--- src/rtl/assert_macros.svh ---
// Assertion helpers: clocked property with synchronous reset disable.
`ifndef ASSERT_MACROS_SVH
`define ASSERT_MACROS_SVH
`ifndef SYNTHESIS
// Overlapping implication: a |-> c
`define ASSERT_SAME(label, clk, rst, a, c, msg) \
   label: assert property (@(posedge clk) disable iff (rst) (a) |-> (c)) else $error(msg);
// Next-cycle implication: a |=> c
`define ASSERT_NEXT(label, clk, rst, a, c, msg) \
   label: assert property (@(posedge clk) disable iff (rst) (a) |=> (c)) else $error(msg);
`else
`define ASSERT_SAME(label, clk, rst, a, c, msg)
`define ASSERT_NEXT(label, clk, rst, a, c, msg)
`endif
`endif

--- src/rtl/fpba_pkg.sv ---
`default_nettype none
package fpba_pkg;

   localparam int NUM_BLOCKS = 16;
   localparam int IDX_W      = (NUM_BLOCKS > 1) ? $clog2(NUM_BLOCKS) : 1;
   localparam int CNT_W      = $clog2(NUM_BLOCKS + 1);
   localparam int SIZE_W     = 16;
   localparam int CSR_W      = 5;

   // register indexes
   localparam logic CSR_FIT_MODE      = 1'b0;
   localparam logic CSR_BLOCKS_IN_USE = 1'b1;

   // request kinds
   localparam logic KIND_LOAD  = 1'b0;
   localparam logic KIND_ALLOC = 1'b1;

   typedef enum logic [1:0] {
      MODE_FIRST = 2'd0,
      MODE_BEST  = 2'd1,
      MODE_WORST = 2'd2,
      MODE_SPARE = 2'd3
   } fit_mode_type;

   typedef enum logic [1:0] {
      ST_LOADED    = 2'd0,
      ST_ALLOCATED = 2'd1,
      ST_NOFIT     = 2'd2
   } status_type;

   typedef enum logic [2:0] {
      S_IDLE,
      S_LOAD,
      S_SCAN,
      S_WRITE,
      S_FINISH
   } state_type;

   typedef struct packed {
      logic              kind;
      logic [3:0]        load_index;
      logic [SIZE_W-1:0] load_size;
      logic [SIZE_W-1:0] request_size;
   } req_type;

   typedef struct packed {
      status_type        status;
      logic [3:0]        chosen_block;
      logic [SIZE_W-1:0] left_in_block;
   } rsp_type;

endpackage
`default_nettype wire

--- src/rtl/fpba_ram.sv ---
`default_nettype none
module fpba_ram #(
   parameter int WIDTH = 16,
   parameter int DEPTH = 16,
   localparam int ADDR_W = (DEPTH > 1) ? $clog2(DEPTH) : 1
) (
   input  wire logic              clock,
   input  wire logic              wr_en,
   input  wire logic [ADDR_W-1:0] wr_addr,
   input  wire logic [WIDTH-1:0]  wr_data,
   input  wire logic              rd_en,
   input  wire logic [ADDR_W-1:0] rd_addr,
   output      logic [WIDTH-1:0]  rd_data
);

   logic [WIDTH-1:0] mem [DEPTH];

   always_ff @(posedge clock) begin
      if (wr_en) begin
         mem[wr_addr] <= wr_data;
      end
      if (rd_en) begin
         rd_data <= mem[rd_addr];
      end
   end

endmodule
`default_nettype wire

--- src/rtl/fit_policy_block_allocator.sv ---
// Load request: accepted in S_IDLE, written to the free-size RAM in S_LOAD, then
//   answered from S_FINISH into the registered rsp_valid once the output has room.
// Allocate request: S_SCAN reads N = blocks_in_use (saturated to NUM_BLOCKS) entries,
//   one read per cycle into a single compare unit; then S_WRITE, S_FINISH, S_IDLE.
// Reset (synchronous, active high): all free sizes read as zero (per-entry valid
//   bits cleared), fit_mode = first fit, blocks_in_use = 16, no response pending.
`default_nettype none
`include "assert_macros.svh"
module fit_policy_block_allocator
   import fpba_pkg::*;
(
   input  wire logic             clock,
   input  wire logic             reset,
   // request channel
   input  wire logic             req_valid,
   output      logic             req_ready,
   input  wire req_type          req_data,
   // response channel
   output      logic             rsp_valid,
   input  wire logic             rsp_ready,
   output      rsp_type          rsp_data,
   // configuration writes
   input  wire logic             csr_wr_en,
   input  wire logic             csr_index,
   input  wire logic [CSR_W-1:0] csr_wdata
);

   // ---------------------------------------------------------------
   // State
   // ---------------------------------------------------------------
   state_type          state_ff, state_in;
   fit_mode_type       mode_ff;
   logic [CSR_W-1:0]   blocks_ff;

   req_type            req_ff, req_in;
   logic [CNT_W-1:0]   count_ff, count_in;     // blocks searched this request
   logic [CNT_W-1:0]   issue_ff, issue_in;     // next RAM read index
   logic               pend_ff, pend_in;       // RAM read data arriving this cycle
   logic [IDX_W-1:0]   pend_idx_ff, pend_idx_in;
   logic               rd_vld_ff, rd_vld_in;   // entry was written since reset
   logic               found_ff, found_in;
   logic [IDX_W-1:0]   pick_ff, pick_in;
   logic [SIZE_W-1:0]  best_ff, best_in;       // size of current pick
   rsp_type            res_ff, res_in;         // finished result awaiting output reg
   logic               rsp_valid_ff, rsp_valid_in;
   rsp_type            rsp_data_ff, rsp_data_in;
   logic [NUM_BLOCKS-1:0] valid_ff, valid_in;

   // RAM port signals
   logic               wr_en;
   logic [IDX_W-1:0]   wr_addr;
   logic [SIZE_W-1:0]  wr_data;
   logic               rd_en;
   logic [IDX_W-1:0]   rd_addr;
   logic [SIZE_W-1:0]  rd_data;

   fpba_ram #(
      .WIDTH (SIZE_W),
      .DEPTH (NUM_BLOCKS)
   ) u_table (
      .clock   (clock),
      .wr_en   (wr_en),
      .wr_addr (wr_addr),
      .wr_data (wr_data),
      .rd_en   (rd_en),
      .rd_addr (rd_addr),
      .rd_data (rd_data)
   );

   // ---------------------------------------------------------------
   // Shared scan datapath
   // ---------------------------------------------------------------
   logic               req_fire;
   logic               out_room;
   logic               issue_go;
   logic               load_in_range;
   fit_mode_type       mode_eff;
   logic [SIZE_W-1:0]  scan_size;
   logic [SIZE_W-1:0]  cmp_lhs, cmp_rhs;
   logic               fits, better, take;
   logic [CNT_W-1:0]   count_sat;

   assign req_fire = req_valid && req_ready;
   assign out_room = !rsp_valid_ff || rsp_ready;
   assign issue_go = (state_ff == S_SCAN) && (issue_ff < count_ff);
   assign load_in_range = (32'(req_ff.load_index) < NUM_BLOCKS);

   // unused mode code behaves as first fit
   assign mode_eff = (mode_ff == MODE_SPARE) ? MODE_FIRST : mode_ff;

   // entries never written read as zero
   assign scan_size = rd_vld_ff ? rd_data : '0;
   assign fits      = (scan_size >= req_ff.request_size);

   // one magnitude compare; operands swap for worst fit (strict, so ties keep lower index)
   assign cmp_lhs = (mode_eff == MODE_WORST) ? best_ff : scan_size;
   assign cmp_rhs = (mode_eff == MODE_WORST) ? scan_size : best_ff;
   assign better  = (mode_eff != MODE_FIRST) && (cmp_lhs < cmp_rhs);
   assign take    = pend_ff && fits && (!found_ff || better);

   // saturate blocks_in_use to the table depth
   assign count_sat = (32'(blocks_ff) > NUM_BLOCKS) ? CNT_W'(NUM_BLOCKS) : CNT_W'(blocks_ff);

   assign req_ready = (state_ff == S_IDLE);
   assign rsp_valid = rsp_valid_ff;
   assign rsp_data  = rsp_data_ff;

   // ---------------------------------------------------------------
   // Next state
   // ---------------------------------------------------------------
   always_comb begin
      state_in = state_ff;
      case (state_ff)
         S_IDLE: begin
            if (req_fire) begin
               state_in = (req_data.kind == KIND_LOAD) ? S_LOAD : S_SCAN;
            end
         end
         S_LOAD:  state_in = S_FINISH;
         S_SCAN: begin
            // last read data, if any, is folded in at this same edge
            if (!issue_go) begin
               state_in = S_WRITE;
            end
         end
         S_WRITE: state_in = S_FINISH;
         S_FINISH: begin
            if (out_room) begin
               state_in = S_IDLE;
            end
         end
         default: state_in = S_IDLE;
      endcase
   end

   // ---------------------------------------------------------------
   // Datapath and outputs
   // ---------------------------------------------------------------
   always_comb begin
      req_in       = req_ff;
      count_in     = count_ff;
      issue_in     = issue_ff;
      pend_in      = 1'b0;
      pend_idx_in  = pend_idx_ff;
      rd_vld_in    = rd_vld_ff;
      found_in     = found_ff;
      pick_in      = pick_ff;
      best_in      = best_ff;
      res_in       = res_ff;
      rsp_valid_in = rsp_valid_ff;
      rsp_data_in  = rsp_data_ff;
      valid_in     = valid_ff;

      wr_en   = 1'b0;
      wr_addr = pick_ff;
      wr_data = best_ff - req_ff.request_size;
      rd_en   = issue_go;
      rd_addr = IDX_W'(issue_ff);

      if (rsp_valid_ff && rsp_ready) begin
         rsp_valid_in = 1'b0;
      end

      case (state_ff)
         S_IDLE: begin
            if (req_fire) begin
               req_in   = req_data;
               count_in = count_sat;
               issue_in = '0;
               found_in = 1'b0;
               pick_in  = '0;
               best_in  = '0;
            end
         end
         S_LOAD: begin
            wr_en   = load_in_range;
            wr_addr = IDX_W'(req_ff.load_index);
            wr_data = req_ff.load_size;
            res_in.status        = ST_LOADED;
            res_in.chosen_block  = req_ff.load_index;
            res_in.left_in_block = load_in_range ? req_ff.load_size : '0;
         end
         S_SCAN: begin
            if (issue_go) begin
               issue_in    = issue_ff + CNT_W'(1);
               pend_in     = 1'b1;
               pend_idx_in = IDX_W'(issue_ff);
               rd_vld_in   = valid_ff[rd_addr];
            end
            if (take) begin
               found_in = 1'b1;
               pick_in  = pend_idx_ff;
               best_in  = scan_size;
            end
         end
         S_WRITE: begin
            wr_en = found_ff;
            if (found_ff) begin
               res_in.status        = ST_ALLOCATED;
               res_in.chosen_block  = 4'(pick_ff);
               res_in.left_in_block = best_ff - req_ff.request_size;
            end else begin
               res_in.status        = ST_NOFIT;
               res_in.chosen_block  = '0;
               res_in.left_in_block = '0;
            end
         end
         S_FINISH: begin
            if (out_room) begin
               rsp_valid_in = 1'b1;
               rsp_data_in  = res_ff;
            end
         end
         default: ;
      endcase

      if (wr_en) begin
         valid_in[wr_addr] = 1'b1;
      end
   end

   // ---------------------------------------------------------------
   // Registers
   // ---------------------------------------------------------------
   always_ff @(posedge clock) begin
      if (reset) begin
         state_ff     <= S_IDLE;
         mode_ff      <= MODE_FIRST;
         blocks_ff    <= CSR_W'(16);
         pend_ff      <= 1'b0;
         rsp_valid_ff <= 1'b0;
         valid_ff     <= '0;
      end else begin
         state_ff     <= state_in;
         pend_ff      <= pend_in;
         rsp_valid_ff <= rsp_valid_in;
         valid_ff     <= valid_in;
         if (csr_wr_en) begin
            case (csr_index)
               CSR_FIT_MODE:      mode_ff   <= fit_mode_type'(csr_wdata[1:0]);
               CSR_BLOCKS_IN_USE: blocks_ff <= csr_wdata;
               default: ;
            endcase
         end
      end
   end

   // payload registers, no reset
   always_ff @(posedge clock) begin
      req_ff      <= req_in;
      count_ff    <= count_in;
      issue_ff    <= issue_in;
      pend_idx_ff <= pend_idx_in;
      rd_vld_ff   <= rd_vld_in;
      found_ff    <= found_in;
      pick_ff     <= pick_in;
      best_ff     <= best_in;
      res_ff      <= res_in;
      rsp_data_ff <= rsp_data_in;
   end

   // ---------------------------------------------------------------
   // Assertions
   // ---------------------------------------------------------------
   `ASSERT_NEXT(a_busy_after_accept, clock, reset, req_fire, state_ff != S_IDLE, "accepted request left block idle")
   `ASSERT_SAME(a_pick_fits, clock, reset, (state_ff == S_WRITE) && found_ff, best_ff >= req_ff.request_size, "picked block smaller than request")
   `ASSERT_SAME(a_issue_bound, clock, reset, state_ff == S_SCAN, issue_ff <= count_ff, "scan index ran past blocks in use")
   `ASSERT_SAME(a_pend_in_scan, clock, reset, pend_ff, (state_ff == S_SCAN) || (state_ff == S_WRITE), "read data outside scan")

endmodule
`default_nettype wire
--- config.mk ---
export PLATFORM = sky130hd
export DESIGN_NAME = fit_policy_block_allocator
export DESIGN_NICKNAME = d
export VERILOG_FILES = /design/src/rtl/fpba_pkg.sv /design/src/rtl/fpba_ram.sv /design/src/rtl/fit_policy_block_allocator.sv
export VERILOG_INCLUDE_DIRS = /design/src /design/src/rtl
export SDC_FILE = /design/constraint.sdc
export NUM_CORES = 1
export LEC_CHECK = 0
export ABC_AREA = 1
export ABC_CLOCK_PERIOD_IN_PS = 5900
export BUFFER_PORTS_ARGS = -buffer_cell sky130_fd_sc_hd__buf_4
export CORE_MARGIN = 4
export CORE_UTILIZATION = 25
export CTS_CLUSTER_DIAMETER = 200
export DETAILED_ROUTE_END_ITERATION = 7
export SLEW_MARGIN = 20
export SYNTH_ARGS = -nofsm -noshare
export SYNTH_HDL_FRONTEND = slang
export SYNTH_HIERARCHICAL = 1
export SYNTH_SLANG_ARGS = --single-unit
--- constraint.sdc ---
create_clock -name clock -period 5.9 [get_ports clock]
set_input_delay 1.18 -clock clock [delete_from_list [all_inputs] [get_ports clock]]
set_output_delay 1.18 -clock clock [all_outputs]
set_load 0.05 [all_outputs]
==> results by group, run 1 <==
Status
  • Status: finished clean

Synth
  • Mean post-synth cell area: roughly 10 um^2
  • Leading area contributor after synthesis: edfxtp_1
  • Cells after Synth: approximately 1900
  • Main area contributors after synthesis: edfxtp_1 (61%), nand2_1 (10%), nand3_1 (6.3%)
  • Synth warn: 6
  • Syn Nets: ~2000
  • Seq cells post-synth: between 400 and 500
  • Post-synth top area share: 0.610
  • Mapped Area: approximately 19000 um^2
  • Most common cell in the netlist: nand2_1
  • Post-synth ARST share: 0
  • Sequential fraction of the synthesis area: 0.639
  • Post-synth top flop: edfxtp_1
  • Number of enable flip-flop cells after synthesis: a little under 400
  • Synth top cells by count: nand2_1 (521), edfxtp_1 (388), inv_1 (314)
  • Netlist cell types: 49

Placed design
  • HPWL after detailed placement: 32.6 mm
  • Dpl cell area: 20700 um^2
  • PortBufs: between 70 and 80
  • Gpl congestion: 0.860

Pwr
  • Pwr Density: around 420 nW/um^2
  • Comb power frac: 0.291
  • Net switching power: roughly 0.0033 W
  • Net Sw Frac: 0.355
  • Pint: about 0.0060 W
  • Leakage: slightly above 9 nW
  • Power share of the clock group: 0.285
  • VDD IR max: between 0.0003 and 0.0004 V
  • Flop pwr share: 0.423
  • Overall power: approximately 0.0094 W

Flow run
  • Max_cap viols: 0

CTS
  • TritonCTS clock tree: built
  • Clk buf depth: 3
  • H-tree depth: 2
  • Setup repair bufs after CTS: 0
  • Worst skew pair latency: approximately 0.57 ns
  • CTS clk-pin slew, worst paths: 0.07 ns
  • Post-CTS Hold Fix Bufs: 0
  • Clock Tree Root: clkbuf_16
  • Resized cells post-CTS: 0
  • Total CTS buffers: 43
  • Clk sinks: ~420

Drt
  • Drt pass-1 iters: 5
  • Via count: ~13000
  • Final ANT Viol Nets: 0
  • Detailed Route WL: 49.8 mm
  • # DRC: 0
  • Vias per inst: between 4 and 5
  • DR WL/cell: about 17 um
  • Initial DRC Count: between 1000 and 1500

Timing
  • Max transition margin: 0.279
  • RSZ-0062 raised after global routing: false
  • Worst Tran Pin Value: 1.08 ns
  • F_max: approximately 0.29 GHz
  • Slew Limit Fails: 0
  • Final setup fails: 0
  • Final hold viol count: 0
  • Crit path time final: 3.40 ns
  • Clock skew: roughly 0.028 ns
  • Setup TNS: 0 ns
  • Tcrit/Tclk final: 0.577
  • Fin Hold WS: ~0.42 ns

GRT
  • Vias in the first global route: 12509
  • Initial antenna violation count: 3
  • GR Overflow Total: 0
  • First-pass GRT wire length: roughly 75 mm
  • Largest net degree at the start of global routing: between 100 and 150
  • GR Util All Layers: 0.120

Layout
  • Final instance area: around 22000 um^2
  • N_diodes: 0
  • NumNets Final: around 2000
  • Multi-input gate area: 5320 um^2
  • Filler Cells Inserted: about 8000
  • Sequential cell area: approximately 12000 um^2
  • Area grow syn2layout: 15.4%
  • Ratio of cells with drive above 1 in the final layout: 0.110

Setup path
  • Worst setup SP type: flip-flop
  • WP buf/inv: 4
  • CP arrival: 3.57 ns
  • Top delay family on crit path: simple AND/OR/NAND/NOR gates
  • CP Class: flip-flop to flip-flop
  • Critical Path Max Stage Delay: approximately 0.83 ns
  • FF-to-FF Start: state_ff[0]
  • Crit path from: state_ff[0]
  • Slowest CP cell: nor2_2
  • Worst path cell trace: inv_2 > nor2_4 > inv_4 > nor2_4 > nand2_4 > inv_2 > nor2_2 > inv_2 > nand3b_1 > nor2_2
  • CP Capture Type: flip-flop
  • CP Data Required Time: a little over 6 ns
  • Crit path max fanout: 23
  • Crit path top cell by count: inv_2

Die
  • Core ar.: about 76000 um^2
  • Placement row count: a little over 100
  • Top-level I/O count: slightly above 70
  • Initial Util: 0.252
  • Width of the die: around 280 um
  • Die ar.: about 80000 um^2
  • Die height: 285 um

Worst hold path
  • Critical hold path startpoint: res_ff[20]
  • Class of the worst hold path: flip-flop to flip-flop
[sequential cells by signal (all words and copies together) (netlist names)]
signal / cells
res_ff: 22
pend_ff: 1
blocks_ff: 5
rsp_valid: 1
rsp_data: 22
valid_ff: 16
mode_ff: 2
issue_ff: 5
found_ff: 1
pick_ff: 4
u_table/mem: 256
state_ff: 3
best_ff: 16
count_ff: 5
req_ff: 36
pend_idx_ff: 4
u_table/rd_data: 16
rd_vld_ff: 1
[layout make-up]
cell class / count / share of cell area
Clock buffer: 53 / 0.0510
Clock inverter: 23 / 0.0112
Inverter: 327 / 0.0566
Multi-Input combinational cell: 1083 / 0.241
Sequential cell: 416 / 0.554
Tap cell: 978 / 0.0555
Timing Repair Buffer: 88 / 0.0305
[power by group through the flow]
stage                     Combinational (W)  Sequential, W  Clock (W)
after floorplan                     0.00164        0.00401          0
after global placement              0.00268        0.00402          0
after detailed placement            0.00271        0.00403          0
after CTS                           0.00272        0.00396    0.00273
after global routing                0.00297        0.00398    0.00285
final                               0.00273        0.00396    0.00267
[routing by layer]
metal / part of all wire / wire length, um / track usage / vias up
met5: 0 / 0 / 0 / -
met4: 0.036 / 1810 / 0.0455 / 0
met3: 0.058 / 2890 / 0.0191 / 103
met2: 0.47 / 23600 / 0.198 / 387
met1: 0.43 / 21500 / 0.158 / 6207
li1: - / - / - / 6328
[through the flow]
stage	std cells	setup slack (ns)	util
finish	2968	2.50	0.291
global route	2968	2.24	0.291
CTS	2968	2.50	0.291
detailed placement	2892	2.54	0.273
global placement	2892	2.63	0.273
floorplan	1894	3.10	-
[placed cells by master (no fill, tap or decap), types with 28 or more instances in the layout]
| master | synthesis | routed |
|---|---|---|
| o21ai_0 | 58 | 55 |
| a21oi_1 | 52 | 52 |
| buf_4 | 19 | 87 |
| ha_1 | 38 | 38 |
| nand2_1 | 521 | 521 |
| nand3_1 | 239 | 239 |
| inv_1 | 314 | 313 |
| dfxtp_1 | 28 | 28 |
| clkbuf_16 | 0 | 43 |
| nor2_1 | 92 | 75 |
| edfxtp_1 | 388 | 388 |
[path summary, 6_finish.rpt]
| kind | end | slack [ns] | cells past startpoint |
|---|---|---|---|
| setup reg to reg | u_table/mem[10][9] | 2.50 | 10 |
| hold / removal | rsp_data[20] | 0.42 | 0 |
| setup / recovery | u_table/mem[10][9] | 2.50 | 10 |
| hold reg to reg | rsp_data[20] | 0.42 | 0 |
[cells by family (layout without fill, tap and decap cells)]
logic type                 Yosys count  count (layout)  share of synthesized area
buffers and inverters              395             491                     0.0862
AOI/OAI and AO/OA                  135             135                     0.0401
xor gates and xnor gates            12              12                    0.00589
adders and majority gates           39              39                     0.0259
and+or+nand+nor                    897             897                      0.203
DFF                                416             416                      0.639
No activity file was read; power rests on OpenSTA's default activity.
==> run 2: changes to the inputs <==
Settings changed: ABC_CLOCK_PERIOD_IN_PS 5900 to 3000.
Clock period 5.9 ns to 3 ns, I/O delays scaled along.
==> results by group, run 2 (synthesized netlist as in run 1, its figures left out) <==
Layout
  • NumNets Final: 2082 (was 2046)
  • Ratio of cells with drive above 1 in the final layout: 0.126 (was 0.110)
  • Largest regs: u_table/mem: 256 flops, req_ff: 36 flops (unchanged)
  • Filler Cells Inserted: 7814 (unchanged)
  • Max FFs per register: 256 (unchanged)
  • Final core occ: 0.295 (was 0.291)
  • N_diodes: 0 (unchanged)
  • Final instance area: 22400 um^2 (was 22100 um^2)
  • Most flops, register: u_table/mem (unchanged)
  • Area grow syn2layout: 17.2% (was 15.4%)
  • Non-filler cells, final: 3006 (was 2968)
  • Commonest non-fill, non-tap cell in the layout: nand2_1 (unchanged)
  • Highest-count cells in the layout ignoring fill and taps: nand2_1 (520), edfxtp_1 (388), inv_1 (313) (was nand2_1 (521), edfxtp_1 (388), inv_1 (313))

Drt
  • Initial DRC Count: 1028 (was 1223)
  • Via count: 12986 (was 13025)
  • # DRC: 0 (unchanged)
  • Drt pass-1 iters: 5 (unchanged)
  • Detailed Route WL: 47.9 mm (was 49.8 mm)
  • Vias per inst: 4.32 (was 4.39)
  • Final ANT Viol Nets: 0 (unchanged)
  • DR WL/cell: 15.9 um (was 16.8 um)

GRT
  • Largest net degree at the start of global routing: 133 (was 146)
  • Vias in the first global route: 12520 (was 12509)
  • First-pass GRT wire length: 73.1 mm (was 75.2 mm)
  • GR Util All Layers: 0.116 (was 0.120)
  • Initial antenna violation count: 0 (was 3)
  • GR Overflow Total: 0 (unchanged)

Flow run
  • Max_cap viols: 0 (unchanged)

Die
  • Die ar.: 80900 um^2 (unchanged)
  • Initial Util: 0.252 (unchanged)
  • Die height: 285 um (unchanged)
  • Placement row count: 101 (unchanged)
  • Width of the die: 285 um (unchanged)
  • Core ar.: 75800 um^2 (unchanged)
  • Top-level I/O count: 72 (unchanged)

Timing
  • Crit path time final: 2.81 ns (was 3.40 ns)
  • Final setup fails: 0 (unchanged)
  • Clock skew: 0.0224 ns (was 0.0281 ns)
  • F_max: 0.355 GHz (was 0.294 GHz)
  • Setup TNS: 0 ns (unchanged)
  • Worst Tran Pin Value: 0.946 ns (was 1.08 ns)
  • Final hold viol count: 0 (unchanged)
  • Max transition margin: 0.369 (was 0.279)
  • Final worst setup slack: 0.187 ns (was 2.50 ns)
  • Slew Limit Fails: 0 (unchanged)
  • RSZ-0062 raised after global routing: false (unchanged)
  • Tcrit/Tclk final: 0.938 (was 0.577)

Placed design
  • Dpl cell area: 21000 um^2 (was 20700 um^2)
  • Gpl congestion: 0.838 (was 0.860)
  • HPWL after detailed placement: 31.0 mm (was 32.6 mm)
  • Setup Slack @ Placement: 0.227 ns (was 2.54 ns)
  • Placed Cells: 2927 (was 2892)
  • PortBufs: 71 (unchanged)

Setup path
  • Worst reg-to-reg path cell count: 13 (was 10)
  • CP Data Required Time: 3.25 ns (was 6.07 ns)
  • CP Class: flip-flop to flip-flop (unchanged)
  • Crit path max fanout: 16 (was 23)
  • Worst R2R End: best_ff[11] (was u_table/mem[10][9])
  • CP arrival: 3.07 ns (was 3.57 ns)
  • R2R Setup Slk: 0.19 ns (was 2.50 ns)
  • CP Capture Type: flip-flop (unchanged)
  • Worst setup SP type: flip-flop (unchanged)
  • FF-to-FF Start: rd_vld_ff (was state_ff[0])

CTS
  • Post-CTS Hold Fix Bufs: 0 (unchanged)
  • Setup repair bufs after CTS: 0 (unchanged)
  • CTS clk-pin slew, worst paths: 0.06 ns (was 0.07 ns)
  • Worst skew pair latency: 0.58 ns (was 0.57 ns)
  • Clk sinks: 416 (unchanged)
  • Clk buf depth: 3 (unchanged)
  • H-tree depth: 2 (unchanged)
  • Clock Tree Root: clkbuf_16 (unchanged)
  • TritonCTS clock tree: built (unchanged)
  • Total CTS buffers: 44 (was 43)

Worst hold path
  • Critical hold path startpoint: req_data[28] (was res_ff[20])
  • Worst Hold Path Cells: 1 (was 0)
  • Hold Path End: req_ff[28] (was rsp_data[20])
  • Class of the worst hold path: primary input to flip-flop (was flip-flop to flip-flop)

Pwr
  • Pwr Density: 808 nW/um^2 (was 424 nW/um^2)
  • VDD IR max: 0.000377 V (was 0.000307 V)
  • Leakage: 9.44 nW (was 9.21 nW)

Status
  • Status: finished clean (unchanged)
-- run 2: worst max path at each step --
stage | startpoint | endpoint | slack [ns]
after CTS | best_ff[0] | u_table/mem[1][12] | 0.22
after global placement | rd_vld_ff | best_ff[11] | 0.19
after global routing | rd_vld_ff | best_ff[11] | 0.02
after floorplan | state_ff[0] | u_table/mem[4][0] | 0.20
after detailed placement | rd_vld_ff | best_ff[11] | 0.23
final | rd_vld_ff | best_ff[11] | 0.19
-- run 2: metrics by stage --
step	hold slack (ns)	total power (W)
detailed placement	0.405	0.0130
finish	0.198	0.0181
CTS	0.165	0.0183
floorplan	0.400	0.0111
global placement	0.403	0.0130
global route	0.175	0.0191
-- run 2: per-layer routing --
metal,track usage,part of all wire,vias up
li1,-,-,6402
met1,0.157,0.45,6159
met2,0.189,0.47,351
met3,0.0205,0.059,74
met4,0.0345,0.025,0
met5,0,0,-
-- run 2: worst max-delay path, cell delays in order (launching register included) --
cell      delay (ns)
edfxtp_1        0.67
buf_4           0.27
nand2_1         0.11
inv_1           0.06
ha_1            0.28
nand2_1         0.07
nor3_1          0.35
nand3_1         0.11
nand3_1         0.11
nand2_1         0.05
inv_1           0.05
nand2_1         0.06
nand2_1         0.07
buf_4           0.24
-- run 2: power breakdown --
group	total, W	internal (W)	switching, W
Clock	0.00524	0.00298	0.00226
Combinational	0.00512	0.00141	0.00370
Sequential	0.00775	0.00754	0.000204
Total	0.0181	0.0119	0.00617
-- run 2: what timing repair did --
action,in CTS,in global routing
gates resized for setup,0,1
endpoints found under the setup margin,0,16
endpoints found under the hold margin,0,0
-- run 2: cell type report --
cell class                 count  area [um^2]  share of cell area
sequential                   416        12200               0.545
clock buffer                  52         1130              0.0505
multi-input combinational   1083         5310               0.237
tap                          978         1220              0.0546
timing repair buffer         123         1040              0.0462
inverter                     327         1250              0.0557
clock inverter                27          246              0.0110
==> run 3: changes to the inputs <==
Settings changed: ABC_CLOCK_PERIOD_IN_PS 3000 to 3500, CTS_BUF_LIST set to sky130_fd_sc_hd__clkbuf_2 sky130_fd_sc_hd__clkbuf_4 sky130_fd_sc_hd__clkbuf_8.
Clock period 3 ns to 3.5 ns, I/O delays scaled along.
==> results by group, run 3 (synthesized netlist as in run 1, its figures left out) <==
Drt
  • Detailed Route WL: 49.6 mm (was 47.9 mm)
  • Vias per inst: 4.31 (was 4.32)
  • Drt pass-1 iters: 6 (was 5)
  • DR WL/cell: 16.3 um (was 15.9 um)
  • Via count: 13127 (was 12986)
  • Final ANT Viol Nets: 0 (unchanged)
  • Initial DRC Count: 1283 (was 1028)
  • # DRC: 0 (unchanged)

Die
  • Top-level I/O count: 72 (unchanged)
  • Placement row count: 101 (unchanged)
  • Width of the die: 285 um (unchanged)
  • Die height: 285 um (unchanged)
  • Initial Util: 0.252 (unchanged)
  • Die ar.: 80900 um^2 (unchanged)
  • Core ar.: 75800 um^2 (unchanged)

CTS
  • Resized cells post-CTS: 0 (unchanged)
  • Clk sinks: 416 (unchanged)
  • Total CTS buffers: 71 (was 44)
  • Setup repair bufs after CTS: 0 (unchanged)
  • Clock Tree Root: clkbuf_8 (was clkbuf_16)
  • H-tree depth: 3 (was 2)
  • CTS clk-pin slew, worst paths: 0.07 ns (was 0.06 ns)
  • Clk buf depth: 3 (unchanged)
  • Post-CTS Hold Fix Bufs: 0 (unchanged)
  • TritonCTS clock tree: built (unchanged)
  • Worst skew pair latency: 0.61 ns (was 0.58 ns)

Layout
  • Non-filler cells, final: 3048 (was 3006)
  • Highest-count cells in the layout ignoring fill and taps: nand2_1 (521), edfxtp_1 (388), inv_1 (313) (was nand2_1 (520), edfxtp_1 (388), inv_1 (313))
  • Ratio of cells with drive above 1 in the final layout: 0.142 (was 0.126)
  • Largest regs: u_table/mem: 256 flops, req_ff: 36 flops (unchanged)
  • N_diodes: 0 (unchanged)
  • NumNets Final: 2104 (was 2082)
  • Max FFs per register: 256 (unchanged)
  • Commonest non-fill, non-tap cell in the layout: nand2_1 (unchanged)
  • Most flops, register: u_table/mem (unchanged)
  • Area grow syn2layout: 17.0% (was 17.2%)

Timing
  • Setup TNS: 0 ns (unchanged)
  • F_max: 0.349 GHz (was 0.355 GHz)
  • Worst Tran Pin Value: 1.03 ns (was 0.946 ns)
  • Tcrit/Tclk final: 0.818 (was 0.938)
  • RSZ-0062 raised after global routing: false (unchanged)
  • Final setup fails: 0 (unchanged)
  • Slew Limit Fails: 0 (unchanged)
  • Max transition margin: 0.314 (was 0.369)
  • Crit path time final: 2.86 ns (was 2.81 ns)
  • Final hold viol count: 0 (unchanged)
  • Clock skew: 0.0279 ns (was 0.0224 ns)

Pwr
  • VDD IR max: 0.000285 V (was 0.000377 V)
  • Pwr Density: 685 nW/um^2 (was 808 nW/um^2)
  • Net switching power: 0.00526 W (was 0.00617 W)
  • Net Sw Frac: 0.344 (was 0.341)
  • Leakage: 9.46 nW (was 9.44 nW)
  • Comb power frac: 0.284 (was 0.283)
  • Power share of the clock group: 0.281 (was 0.289)
  • Flop pwr share: 0.435 (was 0.428)
  • Pint: 0.0100 W (was 0.0119 W)

Setup path
  • Crit path top cell by count: nand2_1 (unchanged)
  • Crit path max fanout: 19 (was 16)
  • Critical Path Max Stage Delay: 0.82 ns (was 0.67 ns)
  • Worst path cell trace: nand2_1 > inv_1 > ha_1 > nand2_1 > inv_1 > nand3_1 > nor3_1 > nand3_1 > nand3_1 > nand2_1 > inv_1 > nand2_1 > nand2_1 > buf_12 (was buf_4 > nand2_1 > inv_1 > ha_1 > nand2_1 > nor3_1 > nand3_1 > nand3_1 > nand2_1 > inv_1 > nand2_1 > nand2_1 > buf_4)
  • Top delay family on crit path: simple AND/OR/NAND/NOR gates (unchanged)
  • CP Capture Type: flip-flop (unchanged)
  • CP Class: flip-flop to flip-flop (unchanged)
  • Slowest CP cell: edfxtp_1 (unchanged)
  • CP Data Required Time: 3.80 ns (was 3.25 ns)
  • CP arrival: 3.17 ns (was 3.07 ns)
  • Worst setup SP type: flip-flop (unchanged)
  • WP buf/inv: 4 (unchanged)

Placed design
  • Placed Cells: 2922 (was 2927)
  • Gpl congestion: 0.855 (was 0.838)
  • HPWL after detailed placement: 31.5 mm (was 31.0 mm)
  • PortBufs: 71 (unchanged)

Flow run
  • Max_cap viols: 0 (unchanged)

GRT
  • Largest net degree at the start of global routing: 145 (was 133)
  • GR Util All Layers: 0.120 (was 0.116)
  • Initial antenna violation count: 0 (unchanged)
  • First-pass GRT wire length: 74.8 mm (was 73.1 mm)
  • Vias in the first global route: 12434 (was 12520)
  • GR Overflow Total: 0 (unchanged)

Status
  • Status: finished clean (unchanged)

Worst hold path
  • Class of the worst hold path: primary input to flip-flop (unchanged)
[run 3: cell types whose count changed in the layout (fill, tap and decap cells not counted), sizes merged]
cell / before / now
clkbuf: 52 / 103
buf: 123 / 118
bufinv: 3 / 1
inv: 327 / 325
clkinv: 23 / 22
clkinvlp: 1 / 2
[run 3: metrics by stage]
stage	utilization	power (W)	worst slack, ns	instance area, um^2	hold slack, ns
after floorplan	-	0.00952	0.699	19100	0.400
after global placement	0.276	0.0110	0.606	21000	0.400
after detailed placement	0.276	0.0111	0.633	21000	0.405
after CTS	0.295	0.0154	0.618	22400	0.215
after global routing	0.295	0.0161	0.412	22400	0.209
final	0.295	0.0153	0.636	22400	0.263
[run 3: final timing paths]
path,start,endpoint,slack (ns),cells past startpoint
setup / recovery,rd_vld_ff,best_ff[2],0.64,14
hold / removal,req_data[18],req_ff[18],0.26,1
setup reg to reg,rd_vld_ff,best_ff[2],0.64,14
hold reg to reg,res_ff[8],rsp_data[8],0.42,0
[run 3: cell type report]
| class | instances | area (um^2) |
|---|---|---|
| Inverter | 327 | 1250 |
| Tap cell | 978 | 1220 |
| Multi-Input combinational cell | 1083 | 5300 |
| Clock inverter | 23 | 128 |
| Fill cell | 7826 | 53500 |
| Timing Repair Buffer | 118 | 973 |
| Clock buffer | 103 | 1270 |
| Sequential cell | 416 | 12200 |
[run 3: metal layers]
| layer | vias to the layer above | part of all wire | track usage |
|---|---|---|---|
| li1 | 6456 | - | - |
| met1 | 6189 | 0.45 | 0.162 |
| met2 | 417 | 0.47 | 0.194 |
| met3 | 65 | 0.064 | 0.0242 |
| met4 | 0 | 0.021 | 0.0351 |
| met5 | - | 0 | 0 |
[run 3: power by group through the flow]
stage | logic [W] | clock network [W] | registers, W
final | 0.00435 | 0.00429 | 0.00666
after global routing | 0.00479 | 0.00464 | 0.00669
after CTS | 0.00434 | 0.00440 | 0.00666
after detailed placement | 0.00432 | 0 | 0.00676
after global placement | 0.00429 | 0 | 0.00676
after floorplan | 0.00277 | 0 | 0.00676
